==> src/hdl/lpht_pkg.sv <==
// Shared types and constants for the linear probe hash table.
package lpht_pkg;

  localparam logic [1:0] MARK_EMPTY = 2'd0;
  localparam logic [1:0] MARK_LIVE  = 2'd1;
  localparam logic [1:0] MARK_TOMB  = 2'd2;

  localparam logic [1:0] KIND_LOOKUP = 2'd0;
  localparam logic [1:0] KIND_INSERT = 2'd1;
  localparam logic [1:0] KIND_DELETE = 2'd2;

  localparam logic [1:0] STAT_DONE     = 2'd0;
  localparam logic [1:0] STAT_NOTFOUND = 2'd1;
  localparam logic [1:0] STAT_FULL     = 2'd2;

  localparam logic [1:0] REG_CAPACITY = 2'd0;
  localparam logic [1:0] REG_LOAD     = 2'd1;
  localparam logic [1:0] REG_TAG      = 2'd2;

  localparam logic [3:0] CAPACITY_RESET = 4'd10;
  localparam logic [6:0] LOAD_RESET     = 7'd70;
  localparam logic [6:0] PERCENT_SCALE  = 7'd100;

  // Low bits of the 64-bit FNV prime; its 2^40 term never reaches the slot index.
  localparam logic [8:0] FNV_LOW = 9'h1B3;

  localparam logic [2:0] HASH_LAST = 3'd6;

  typedef enum logic [2:0] {
    ST_CLEAR, ST_IDLE, ST_HASH, ST_START, ST_READ, ST_EVAL, ST_COMMIT
  } state_t;

  typedef struct packed {
    logic       clear;
    logic       load;
    logic       hash;
    logic [2:0] hash_step;
    logic       start;
    logic       read;
    logic       eval;
    logic       commit;
  } cmd_t;

  typedef struct packed {
    logic clear_done;
    logic probe_end;
  } dp_status_t;

endpackage

==> src/hdl/lpht_ctrl.sv <==
// Controller state machine sequencing clear, hash, probe and commit.
module lpht_ctrl (
  input  logic                 clk,
  input  logic                 rst,
  input  logic                 in_valid,
  output logic                 in_ready,
  output logic                 out_valid,
  input  logic                 out_ready,
  input  lpht_pkg::dp_status_t stat,
  output lpht_pkg::cmd_t       cmd
);
  import lpht_pkg::*;

  state_t     state;
  state_t     state_next;
  logic [2:0] step;
  logic [2:0] step_next;
  logic       out_valid_next;
  logic       out_free;

  assign out_free = !out_valid || out_ready;

  always_ff @(posedge clk) begin
    if (rst) begin
      state     <= ST_CLEAR;
      step      <= '0;
      out_valid <= 1'b0;
    end else begin
      state     <= state_next;
      step      <= step_next;
      out_valid <= out_valid_next;
    end
  end

  always_comb begin
    state_next     = state;
    step_next      = step;
    cmd            = '0;
    in_ready       = 1'b0;
    out_valid_next = out_valid && !out_ready;
    unique case (state)
      ST_CLEAR: begin
        cmd.clear = 1'b1;
        if (stat.clear_done) begin
          state_next = ST_IDLE;
        end
      end
      ST_IDLE: begin
        in_ready = 1'b1;
        if (in_valid) begin
          cmd.load   = 1'b1;
          step_next  = '0;
          state_next = ST_HASH;
        end
      end
      ST_HASH: begin
        cmd.hash      = 1'b1;
        cmd.hash_step = step;
        step_next     = step + 3'd1;
        if (step == HASH_LAST) begin
          state_next = ST_START;
        end
      end
      ST_START: begin
        cmd.start  = 1'b1;
        state_next = ST_READ;
      end
      ST_READ: begin
        cmd.read   = 1'b1;
        state_next = ST_EVAL;
      end
      ST_EVAL: begin
        cmd.eval   = 1'b1;
        state_next = stat.probe_end ? ST_COMMIT : ST_READ;
      end
      ST_COMMIT: begin
        if (out_free) begin
          cmd.commit     = 1'b1;
          out_valid_next = 1'b1;
          state_next     = ST_IDLE;
        end
      end
      default: begin
        state_next = ST_IDLE;
      end
    endcase
  end

endmodule

==> config.mk <==
export PLATFORM = sky130hd
export DESIGN_NAME = lpht_ctrl
export DESIGN_NICKNAME = d
export VERILOG_FILES = /design/src/hdl/lpht_pkg.sv /design/src/hdl/lpht_ctrl.sv
export SDC_FILE = /design/constraint.sdc
export NUM_CORES = 1
export LEC_CHECK = 0
export BUFFER_PORTS_ARGS = -buffer_cell sky130_fd_sc_hd__buf_2
export CAP_MARGIN = 30
export CORE_AREA = 5 5 42 44
export DETAILED_ROUTE_END_ITERATION = 12
export DIE_AREA = 0 0 47 49
export PLACE_DENSITY = 0.71
export SLEW_MARGIN = 20
export SYNTH_ARGS = -nofsm -noshare
export SYNTH_HDL_FRONTEND = slang
export SYNTH_SLANG_ARGS = --single-unit
==> constraint.sdc <==
create_clock -name clk -period 3.39 [get_ports clk]
set_input_delay 0.339 -clock clk [delete_from_list [all_inputs] [get_ports clk]]
set_output_delay 0.339 -clock clk [all_outputs]
set_load 0.01 [all_outputs]
==> results of run 1 <==
-- sequential cells by signal (all words and copies together), names as in the netlist --
register   count
out_valid      1
step           3
state          3
-- final cells by class --
type,instances,area (um^2)
Fill cell,156,822
Multi-Input combinational cell,39,285
Sequential cell,7,140
Timing Repair Buffer,17,85.1
Clock buffer,4,26.3
Inverter,6,22.5
Tap cell,16,20.0
-- cell usage after synthesis (all sizes together), types with 2 or more instances --
master  instances
inv             6
dfxtp           7
nand2b          2
or3             3
nor2            4
buf             4
ha              2
nor3b           2
and3            3
nor3            3
and4bb          2
a21oi           2
-- cells by family after synthesis --
family                   synth area share [%]
multiplexers                             2.11
XOR/XNOR                                 1.84
flip-flops                               29.5
AND/OR/NAND/NOR                          35.3
adder cells (fa/ha/maj)                  5.26
buffers and inverters                    10.5
AO/OA/AOI/OAI                            15.5
-- critical path, delay by kind of cell, from the launching register on --
kind / cells / cell delay (ns)
and+or+nand+nor: 2 / 0.57
DFF: 1 / 0.48
buffers and inverters: 2 / 0.20
-- worst max-delay path by stage --
stage	endpoint	slack [ns]	cells after the start
floorplan	cmd[3]	2.04	4
global placement	cmd[6]	1.82	4
detailed placement	cmd[3]	1.81	4
CTS	cmd[6]	1.54	4
global route	cmd[3]	1.42	4
finish	cmd[6]	1.55	4
-- through the flow --
step                instances  worst slack (ns)  hold WS [ns]
floorplan                  56              2.04         0.447
global placement           85              1.82         0.477
detailed placement         85              1.81         0.484
CTS                        89              1.54         0.372
global route               89              1.42         0.375
finish                     89              1.55         0.385
-- cells in the final DEF, fill, tap and decap left out, types with 2 or more instances in the layout --
| cell | instances |
|---|---|
| ha_1 | 2 |
| nor3_1 | 3 |
| nand2b_1 | 2 |
| inv_1 | 4 |
| a21oi_1 | 2 |
| inv_2 | 2 |
| nor3b_1 | 2 |
| nor2_1 | 4 |
| buf_2 | 17 |
| dfxtp_1 | 7 |
| or3_1 | 3 |
| and3_1 | 2 |
| clkbuf_4 | 3 |
-- where the power goes --
group | switching [uW] | total (uW) | internal (uW)
Combinational | 17.4 | 35.9 | 18.5
Sequential | 8.89 | 94.9 | 86.1
Clock | 28.3 | 73.1 | 44.8
-- layer usage --
metal / vias up / GRT usage (%) / routed length [um]
li1: 234 / - / -
met1: 192 / 13.6 / 467
met2: 14 / 12.2 / 413
met3: 0 / 4.43 / 94
met4: 0 / 5.53 / 0
met5: - / 0 / 0
==> flow_metrics.env, run 1 <==
export IMPL_wl_um=975
export IMPL_ioPinCount=18
export IMPL_finalSetupViolations=0
export IMPL_cp_slowest_cell="dfxtp_1"
export IMPL_grt_pass1_wl_um=1660
export IMPL_viasPerCell=4.94
export IMPL_die_y_um=49
export IMPL_synth_top_area_share_pct=29.5
export IMPL_clock_latency_ns=0.24
export IMPL_cts_hold_buffers=0
export IMPL_rr_worst_depth=4
export IMPL_fmax_mhz=544
export IMPL_leakagePower_uw=0.000273
export IMPL_ys_async_sr_fraction_pct=0
export IMPL_grt_antenna_before_repair=0
export IMPL_rrSetupSlack_ns=1.90
export IMPL_critPathLaunch="state[1]"
export IMPL_crit_path_end_kind="primary output"
export IMPL_critPathKind="flip-flop to primary output"
export IMPL_design_area_um2=579
export IMPL_arrival_ns=1.50
export IMPL_ys_warn_count=0
export IMPL_clockBufferDepth=2
export IMPL_postRouteAntennaNets=0
export IMPL_hold_path_depth=2
export IMPL_status="complete, no violations"
export IMPL_cp_required_ns=3.05
export IMPL_grt_overflow_total=0
export IMPL_io_buffers=17
export IMPL_syn_to_final_growth_pct=21.8
export IMPL_placed_area_um2=553
export IMPL_initial_utilization_pct=33.9
export IMPL_min_path_type="input pin to flip-flop"
export IMPL_synth_area_top_cells="dfxtp_1, ha_1, buf_4"
export IMPL_min_period_ns=1.84
export IMPL_cts_resized_gates=0
export IMPL_vdd_ir_drop_max_uv=151
export IMPL_path_max_fanout=11
export IMPL_clk_pin_slew_worst_paths_ns=0.05
export IMPL_worst_pin_slew_ns=0.440
export IMPL_synth_top_flop_cell="dfxtp_1"
export IMPL_first_global_vias=381
export IMPL_post_dp_hpwl_um=749
export IMPL_cap_viol_max_count=0
export IMPL_drt_iter0_markers=3
export IMPL_n_antenna_cell=0
export IMPL_final_layout_size_suffix_gt1_share_pct=37.0
export IMPL_relSlewSlack_pct=70.6
export IMPL_first_pass_iters=4
export IMPL_seq_area_frac_synth_pct=29.5
export IMPL_skew_ns=0.00167
export IMPL_grt_util_all_layers_pct=9.85
export IMPL_start_kind="flip-flop"
export IMPL_rows=14
export IMPL_synthesis_nets=64
export IMPL_postCtsSetupBuffers=0
export IMPL_synth_edf_count=0
export IMPL_hold_viol=0
export IMPL_syn_inst=56
export IMPL_dr_total_vias=440
export IMPL_finalMaxSlewViolations=0
export IMPL_rsz0062_at_grt="no"
export IMPL_syn_area_um2=475
export IMPL_fin_util_pct=41.3
export IMPL_gp_congestion=0.755
export IMPL_wl_per_cell_um=11.0
export IMPL_holdPathEnd="state[2]"
export IMPL_tns_ns=0
export IMPL_fp_dieArea_um2=2300
export IMPL_die_w_um=47
export IMPL_path_cells="or3b_4, inv_2, and2_1, buf_2"
export IMPL_finalCritPeriodShare_pct=54.3
export IMPL_synth_largest_area_cell="dfxtp_1"
export IMPL_synth_cell_type_count=32
export IMPL_coreArea_um2=1400
export IMPL_timing_rr_end="step[0]"
export IMPL_regToRegStartpoint="state[0]"
export IMPL_cts_sink_count=7
export IMPL_ys_ff_latch=7
export IMPL_cts_tree="built"
export IMPL_nets=82
export IMPL_drc=0
export IMPL_critPathMaxStageDelay_ns=0.48
export IMPL_grt_max_degree=16
export IMPL_powerDensity_nw_per_um2=352
export IMPL_syn_avg_cell_area_um2=8.49
export IMPL_htree_levels=1
export IMPL_worstHoldStart="rst"
export IMPL_finalPower_uw=204
export IMPL_numCtsBuffers=3
export IMPL_cts_root_buf="clkbuf_4"
Power figures use the tool's default switching activity.
==> run 2: changes to the inputs <==
- clock period: 3.39 -> 1.8 ns (I/O delays scaled with it)
==> run 2 against run 1 <==
Effect of this change:
- critical path type unchanged
- global-route usage is 0.59 points higher
- core utilization is 0.089 points higher
- setup slack worse by 1.4 ns
- non-clock buffer count stayed put
- clock-buffer cell count stayed put
- clock power is 94% higher
- largest cell class unchanged
- first-iteration DRC count is 67% lower
- sequential share of layout area is 0.16 points higher
==> flow_metrics.env, run 2 (synthesis results as in run 1) <==
export IMPL_status="complete, no violations"
export IMPL_gp_congestion=0.735
export IMPL_final_common_cell="buf_2"
export IMPL_n_antenna_cell=0
export IMPL_initial_utilization_pct=33.9
export IMPL_start_kind="flip-flop"
export IMPL_post_place_cells=85
export IMPL_htree_levels=1
export IMPL_dr_total_vias=439
export IMPL_grt_pass1_wl_um=1720
export IMPL_worst_pin_slew_ns=0.427
export IMPL_cts_root_buf="clkbuf_4"
export IMPL_fp_dieArea_um2=2300
export IMPL_die_y_um=49
export IMPL_final_cell_mix="buf_2, dfxtp_1, inv_1, nor2_1"
export IMPL_hold_viol=0
export IMPL_postRouteAntennaNets=0
export IMPL_grt_overflow_total=0
export IMPL_cts_hold_buffers=0
export IMPL_drt_iter0_markers=1
export IMPL_first_pass_iters=2
export IMPL_clock_latency_ns=0.25
export IMPL_finalSetupViolations=0
export IMPL_holdWs_ns=0.218
export IMPL_coreArea_um2=1400
export IMPL_final_layout_size_suffix_gt1_share_pct=38.4
export IMPL_cap_viol_max_count=0
export IMPL_numCtsBuffers=3
export IMPL_tns_ns=0
export IMPL_fmax_mhz=591
export IMPL_grt_max_degree=16
export IMPL_cts_sink_count=7
export IMPL_finalMaxSlewViolations=0
export IMPL_relSlewSlack_pct=71.5
export IMPL_cp_required_ns=1.62
export IMPL_first_global_vias=387
export IMPL_io_buffers=17
export IMPL_grt_antenna_before_repair=0
export IMPL_wl_per_cell_um=12.2
export IMPL_cts_tree="built"
export IMPL_skew_ns=0.00179
export IMPL_leakagePower_uw=0.000274
export IMPL_viasPerCell=4.93
export IMPL_path_max_fanout=11
export IMPL_arrival_ns=1.51
export IMPL_fillers=160
export IMPL_instances_no_fill=89
export IMPL_wl_um=1080
export IMPL_rows=14
export IMPL_ioPinCount=18
export IMPL_reg_largest_list="state x3, step x3, out_valid x1"
export IMPL_min_path_type="input pin to flip-flop"
export IMPL_grt_util_all_layers_pct=10.4
export IMPL_syn_to_final_growth_pct=22.1
export IMPL_drc=0
export IMPL_fin_util_pct=41.4
export IMPL_critPathKind="flip-flop to primary output"
export IMPL_finalCritPeriodShare_pct=94.0
export IMPL_min_period_ns=1.69
export IMPL_clockBufferDepth=2
export IMPL_powerDensity_nw_per_um2=673
export IMPL_post_dp_hpwl_um=797
export IMPL_rsz0062_at_grt="no"
export IMPL_finalPower_uw=390
export IMPL_clk_pin_slew_worst_paths_ns=0.05
export IMPL_die_w_um=47
export IMPL_nets=82
export IMPL_vdd_ir_drop_max_uv=438
export IMPL_crit_path_end_kind="primary output"
run 2: worst paths after layout:
path / start / end / slack (ns) / depth (start not counted)
hold reg to reg: step[0] / step[0] / 0.49 / 1
setup / recovery: state[1] / cmd[6] / 0.11 / 4
hold / removal: rst / out_valid / 0.22 / 2
setup reg to reg: state[2] / step[0] / 0.32 / 4
run 2: where the power goes:
| group | internal, uW | switching (uW) |
|---|---|---|
| clock | 84.6 | 57.5 |
| combinational | 34.9 | 34.0 |
| sequential | 163 | 17.0 |
| total | 282 | 108 |
run 2: metal layers:
metal / up-vias / wire length [um] / global-route usage, %
li1: 233 / - / -
met1: 192 / 534 / 15.0
met2: 14 / 455 / 12.7
met3: 0 / 94 / 4.43
met4: 0 / 0 / 5.53
met5: - / 0 / 0
run 2: worst max-delay path, stage by stage (launching register included):
cell     delay, ns
dfxtp_1       0.49
or3b_4        0.45
inv_2         0.08
and2_1        0.12
buf_2         0.12
run 2: cell type report:
type                       count  area, um^2  share of cell area [%]
sequential                     7         141                    24.4
clock buffer                   4        26.3                    4.53
multi-input combinational     39         285                    49.1
inverter                       6        22.5                    3.88
tap                           16        20.0                    3.45
timing repair buffer          17        85.1                    14.7
run 2: timing repair:
item / 4_1_cts / 5_1_grt
resized for setup: 0 / 1
setup endpoints to repair: 0 / 1
buffers inserted: 0 / 0
run 2: metrics by stage:
| stage | setup WS (ns) | area (um^2) |
|---|---|---|
| 2_1_floorplan | 0.600 | 475 |
| 5_1_grt | 0.0186 | 581 |
| 4_1_cts | 0.0892 | 579 |
| 6_report | 0.107 | 581 |
| 3_5_place_dp | 0.312 | 553 |
| 3_3_place_gp | 0.344 | 553 |
